[src/rtl/oae_pkg.sv]
// Shared types and codes for the ordered array engine.
package oae_pkg;

	// Operation codes carried by a request transaction.
	typedef enum logic [1:0] {
		OP_INSERT  = 2'd0,
		OP_DELETE  = 2'd1,
		OP_SEARCH  = 2'd2,
		OP_REVERSE = 2'd3
	} op_t;

	// Status codes returned with every result transaction.
	typedef enum logic [1:0] {
		ST_OK     = 2'd0,
		ST_BADPOS = 2'd1,
		ST_FULL   = 2'd2,
		ST_MISS   = 2'd3
	} status_t;

	// Request transaction payload.
	typedef struct packed {
		op_t                operation;
		logic [7:0]         position;
		logic signed [31:0] value;
	} oae_req_t;

	// Result transaction payload.
	typedef struct packed {
		status_t    status;
		logic [6:0] found_index;
		logic [7:0] length;
	} oae_rsp_t;

	// Pointer moves requested by the controller.
	typedef enum logic [1:0] {
		PTR_HOLD = 2'd0,
		PTR_DOWN = 2'd1,
		PTR_UP   = 2'd2,
		PTR_SWAP = 2'd3
	} ptr_t;

	// Memory write sources requested by the controller.
	typedef enum logic [2:0] {
		WR_NONE    = 3'd0,
		WR_SHIFT   = 3'd1,
		WR_WORD    = 3'd2,
		WR_SWAP_LO = 3'd3,
		WR_SWAP_HI = 3'd4
	} wsel_t;

	// Commands from the controller to the datapath.
	typedef struct packed {
		logic    load;
		logic    rd;
		ptr_t    ptr;
		wsel_t   wsel;
		logic    cnt_inc;
		logic    cnt_dec;
		logic    fin;
		logic    found;
		status_t status;
	} oae_cmd_t;

	// Status from the datapath to the controller.
	typedef struct packed {
		op_t  op;
		logic full;
		logic bad_pos;
		logic no_work;
		logic at_end;
		logic hit;
		logic scan_over;
		logic rev_more;
	} oae_stat_t;

endpackage

[src/rtl/oae_ctrl.sv]
// Controller: sequences each operation over the datapath.
module oae_ctrl import oae_pkg::*; (
	input  logic      clk,
	input  logic      arst_n,
	input  logic      start,
	input  oae_stat_t stat,
	output oae_cmd_t  cmd,
	output logic      busy
);

	typedef enum logic [3:0] {
		S_IDLE,
		S_CHECK,
		S_SHIFT,
		S_FLUSH,
		S_PUT,
		S_SRCH,
		S_REV_RD,
		S_REV_WA,
		S_REV_WB
	} state_t;

	state_t state_q, state_nxt;
	logic   busy_q;

	// Commands and next state for the current step.
	always_comb begin
		cmd         = '0;
		cmd.ptr     = PTR_HOLD;
		cmd.wsel    = WR_NONE;
		cmd.status  = ST_OK;
		state_nxt   = state_q;
		case (state_q)
			S_IDLE: begin
				if (start) begin
					cmd.load  = 1'b1;
					state_nxt = S_CHECK;
				end
			end
			S_CHECK: begin
				case (stat.op)
					OP_INSERT: begin
						if (stat.full) begin
							cmd.fin    = 1'b1;
							cmd.status = ST_FULL;
							state_nxt  = S_IDLE;
						end else if (stat.bad_pos) begin
							cmd.fin    = 1'b1;
							cmd.status = ST_BADPOS;
							state_nxt  = S_IDLE;
						end else if (stat.no_work) begin
							state_nxt = S_PUT;
						end else begin
							state_nxt = S_SHIFT;
						end
					end
					OP_DELETE: begin
						if (stat.bad_pos) begin
							cmd.fin    = 1'b1;
							cmd.status = ST_BADPOS;
							state_nxt  = S_IDLE;
						end else if (stat.no_work) begin
							cmd.fin     = 1'b1;
							cmd.cnt_dec = 1'b1;
							state_nxt   = S_IDLE;
						end else begin
							state_nxt = S_SHIFT;
						end
					end
					OP_SEARCH: begin
						if (stat.no_work) begin
							cmd.fin    = 1'b1;
							cmd.status = ST_MISS;
							state_nxt  = S_IDLE;
						end else begin
							state_nxt = S_SRCH;
						end
					end
					default: begin
						if (stat.no_work) begin
							cmd.fin   = 1'b1;
							state_nxt = S_IDLE;
						end else begin
							state_nxt = S_REV_RD;
						end
					end
				endcase
			end
			// Move one entry per cycle: read here, write in the cycle after.
			S_SHIFT: begin
				cmd.rd   = 1'b1;
				cmd.wsel = WR_SHIFT;
				cmd.ptr  = (stat.op == OP_INSERT) ? PTR_DOWN : PTR_UP;
				if (stat.at_end) begin
					state_nxt = S_FLUSH;
				end
			end
			S_FLUSH: begin
				cmd.wsel = WR_SHIFT;
				if (stat.op == OP_INSERT) begin
					state_nxt = S_PUT;
				end else begin
					cmd.fin     = 1'b1;
					cmd.cnt_dec = 1'b1;
					state_nxt   = S_IDLE;
				end
			end
			S_PUT: begin
				cmd.wsel    = WR_WORD;
				cmd.cnt_inc = 1'b1;
				cmd.fin     = 1'b1;
				state_nxt   = S_IDLE;
			end
			// Read one entry per cycle and compare the previous one.
			S_SRCH: begin
				if (stat.hit) begin
					cmd.fin   = 1'b1;
					cmd.found = 1'b1;
					state_nxt = S_IDLE;
				end else if (stat.scan_over) begin
					cmd.fin    = 1'b1;
					cmd.status = ST_MISS;
					state_nxt  = S_IDLE;
				end else begin
					cmd.rd  = 1'b1;
					cmd.ptr = PTR_UP;
				end
			end
			S_REV_RD: begin
				cmd.rd    = 1'b1;
				state_nxt = S_REV_WA;
			end
			S_REV_WA: begin
				cmd.wsel  = WR_SWAP_LO;
				cmd.ptr   = PTR_SWAP;
				state_nxt = S_REV_WB;
			end
			// Finish one pair and fetch the next in the same cycle.
			S_REV_WB: begin
				cmd.wsel = WR_SWAP_HI;
				if (stat.rev_more) begin
					cmd.rd    = 1'b1;
					state_nxt = S_REV_WA;
				end else begin
					cmd.fin   = 1'b1;
					state_nxt = S_IDLE;
				end
			end
			default: begin
				state_nxt = S_IDLE;
			end
		endcase
	end

	// State register and busy flag.
	always_ff @(posedge clk or negedge arst_n) begin
		if (!arst_n) begin
			state_q <= S_IDLE;
			busy_q  <= 1'b0;
		end else begin
			state_q <= state_nxt;
			busy_q  <= (state_nxt != S_IDLE);
		end
	end

	assign busy = busy_q;

endmodule

[config.mk]
export PLATFORM = sky130hd
export DESIGN_NAME = oae_ctrl
export DESIGN_NICKNAME = d
export VERILOG_FILES = /design/src/rtl/oae_pkg.sv /design/src/rtl/oae_ctrl.sv
export SDC_FILE = /design/constraint.sdc
export NUM_CORES = 1
export LEC_CHECK = 0
export BUFFER_PORTS_ARGS = -buffer_cell sky130_fd_sc_hd__buf_2
export CELL_PAD_IN_SITES_DETAIL_PLACEMENT = 1
export CELL_PAD_IN_SITES_GLOBAL_PLACEMENT = 1
export CORE_MARGIN = 3
export CORE_UTILIZATION = 31
export CTS_BUF_LIST = sky130_fd_sc_hd__clkbuf_16
export DETAILED_ROUTE_END_ITERATION = 8
export PLACE_DENSITY_LB_ADDON = 0.1
export SYNTH_ARGS = -nofsm -noshare
export SYNTH_HDL_FRONTEND = slang
export SYNTH_SLANG_ARGS = --single-unit
[constraint.sdc]
create_clock -name clk -period 2.2 [get_ports clk]
set_input_delay 0.33 -clock clk [delete_from_list [all_inputs] [get_ports clk]]
set_output_delay 0.33 -clock clk [all_outputs]
set_load 0.05 [all_outputs]
==> key figures <==
Routing
  – Drt drc: 0
  – Initial DRC count: 9
  – Final ANT Viol Nets: 0
  – Detailed-route wire length: ~2300 um
  – Vias per inst: between 5 and 6
  – Drt wl/cell: roughly 17 um
  – TritonRoute pass-1 iters: 4
  – DR vias: 751

Power
  – Leak: 0.433 nW
  – Fraction of power consumed by sequential logic: between 10% and 20%
  – Comb power frac: about two thirds
  – Switching share of power: between 50% and 60%
  – Switching power: between 0.7 and 0.8 mW
  – Clock power frac: 20.8%
  – Pint: roughly 0.69 mW
  – Pwr/cell area: 1510 nW/um^2
  – Max IR drop VDD: about 0.00062 V

Synth
  – Yosys warns: 0
  – Compound-Gate Fraction of Synth Area: between 20% and 30%
  – Simple-gate portion of the synthesized area: 39.9%
  – Asr flop ratio synth: 100%
  – #FFs+latches synth: 5
  – Post-Syn Area: a little under 600 um^2
  – Post-Synthesis Cells: approximately 80
  – Synthesized area per cell: ~7.5 um^2
  – EDFF count, synth: 0
  – Post-synth top area share: 21.5%
  – Post-Synth XOR/XNOR Area: 0%
  – Syn Nets: 90
  – Synth area leader: dfrtp_1
  – Synthesized-area fraction occupied by adder cells: 0%
  – Largest family of logic cells by synthesized area: simple AND/OR/NAND/NOR gates
  – Main synth FF type: dfrtp_1
  – Top-count cell post-synth: nor2_1
  – Multiplexer share of the synthesized area: 5.15%
  – Leading cell types by count after synthesis: nor2_1 (9), a21oi_1 (8)
  – Sequential cell area fraction in the yosys report: about 21%
  – Cell variety after synth: 33
  – Ranking of synthesized cells by area: dfrtp_1 (21%), nor4b_1 (7.5%), a21oi_1 (6.9%), nor2_1 (5.8%), mux2i_1 (5.2%)

Worst setup path
  – R2r startpoint: state_q[0]
  – Crit path max fanout: 9
  – Critical path launch point type: flip-flop
  – CP Launch Point: state_q[3]
  – Reg2Reg Capture Point: busy
  – Critical Path AT: 1.81 ns
  – Crit path capture: cmd[11]
  – R2r setup slk: ~0.28 ns
  – Critical path endpoint category: output port
  – Crit path kind: flip-flop to output port
  – R2R depth: 6
  – Worst endpoint required time: between 1.5 and 2 ns

Cells and area
  – Share of layout cells above drive strength 1: between 40% and 50%
  – Nets: roughly 120
  – Diodes inserted: 0
  – Fin area: ~950 um^2
  – # fillers: 216
  – Non-Filler Instances: between 100 and 150
  – Layout area overhead: 62.4%

Clock network
  – Clock Latency Late Sink: around 0.23 ns
  – Clock slew at reported path FFs: roughly 0.030 ns
  – Root buffer cell: clkbuf_16
  – CTS Sinks: 5
  – CTS Buffer Depth: 2
  – CTS tree: yes
  – CTS buffer count: 3
  – H-Tree Level Count: 1

STA
  – Relative slew slack: between 60% and 70%
  – Final Cycle Share: between 90% and 100%
  – Fin Hold WS: between 0.4 and 0.5 ns
  – Max Slew Vio Count: 0
  – Setup violations, final: 0
  – FMAX: between 0.4 and 0.5 GHz
  – Final Hold Violating Endpoints: 0
  – Setup Skew: between 0.001 and 0.0015 ns
  – Final setup TNS: 0 ns
  – Worst-Margin Slew: slightly below 0.5 ns
  – Min Tclk post-route: approximately 2.1 ns

Min path
  – HP Class: input port to flip-flop

Place
  – DPL Wire Length: 1610 um
  – Placed cells: approximately 130
  – Port Buffers: 25
  – Placer Congestion: 0.765
  – Placement-stage cell area: 790 um^2

GRT
  – Initial antenna violation count: 0
  – Largest net degree at the start of global routing: 12
  – Vias in the first global route: 825
  – Total grt overflow: 0
  – First-pass GRT wire length: 3760 um
  – Gr usage total: approximately a fifth

Outcome
  – Status: complete, no violations

Floorplan
  – Initial Util: between 30% and 40%
  – Die H: 49.4 um
  – DIE WIDTH: slightly below 50 um
  – Boundary pin count: 26
  – Core footprint: 1750 um^2
  – Row cnt: 15
  – Die area: between 2000 and 2500 um^2

Flow run
  – Max-capacitance violation count: 0
how the worst min path moves through the flow:
stage	start	to	slack, ns	cells after the start
6_report	stat[0]	state_q[0]	0.44	3
5_1_grt	stat[0]	state_q[0]	0.45	3
4_1_cts	stat[0]	state_q[0]	0.41	3
3_5_place_dp	arst_n	state_q[2]	0.15	1
3_3_place_gp	arst_n	state_q[3]	0.14	1
2_1_floorplan	arst_n	busy	0.03	0
flip-flops by register name, indices dropped and copies added, names as in the netlist:
signal,count
state_q,4
busy,1
power groups by stage:
stage | Clock (mW) | Combinational (mW) | Sequential (mW)
3_5_place_dp | 0 | 0.856 | 0.179
3_3_place_gp | 0 | 0.847 | 0.178
4_1_cts | 0.300 | 0.878 | 0.183
2_1_floorplan | 0 | 0.628 | 0.188
6_report | 0.298 | 0.943 | 0.189
5_1_grt | 0.309 | 1.00 | 0.196
per-stage QoR:
step	setup slack (ns)	total power, mW	utilization (%)
3_5_place_dp	0.0653	1.04	45.2
4_1_cts	0.00491	1.36	51.3
6_report	0.0628	1.43	54.3
3_3_place_gp	0.131	1.02	45.2
2_1_floorplan	-0.117	0.817	-
5_1_grt	-0.0423	1.51	54.3
layer usage:
| layer | track usage (%) | vias up | part of all wire [%] |
|---|---|---|---|
| met5 | 0 | - | 0 |
| met4 | 10.1 | 0 | 1.1 |
| met3 | 2.75 | 2 | 2.9 |
| met2 | 38.8 | 19 | 56 |
| met1 | 20.6 | 366 | 40 |
| li1 | - | 364 | - |
critical path: stages, from the launching register on:
cell and delay, ns:
dfrtp_2 0.42, buf_4 0.20, or4bb_1 0.44, a21oi_2 0.21
a41o_1 0.11, buf_4 0.19
what timing repair did:
item,in CTS,in global routing
gates resized for setup,5,8
hold buffers,1,0
setup endpoints to repair,3,5
pin swaps,0,0
buffers inserted,0,2
cloned,0,0
hold endpoints to repair,5,0
logic make-up after synthesis:
kind of cell           Yosys count
DFF                              5
muxes                            3
AOI/OAI and AO/OA               21
buffers and inverters           11
and+or+nand+nor                 38
cell usage in the layout (no fill, tap or decap), types with 5 or more instances in the layout:
cell type / instances
buf_2: 21
a21oi_1: 6
inv_1: 6
nor2_1: 9
nand2_1: 5
buf_4: 10
layout make-up:
| cell class | instances | area (um^2) | share of cell area (%) |
|---|---|---|---|
| clock buffers | 3 | 75.1 | 7.93 |
| flip-flops and latches | 5 | 129 | 13.6 |
| well taps | 25 | 31.3 | 3.30 |
| clock inverters | 1 | 3.75 | 0.396 |
| inverters | 5 | 18.8 | 1.98 |
| multi-input cells | 62 | 477 | 50.3 |
| repair buffers | 35 | 213 | 22.5 |
Note: power is estimated with default switching activity, not from simulation.
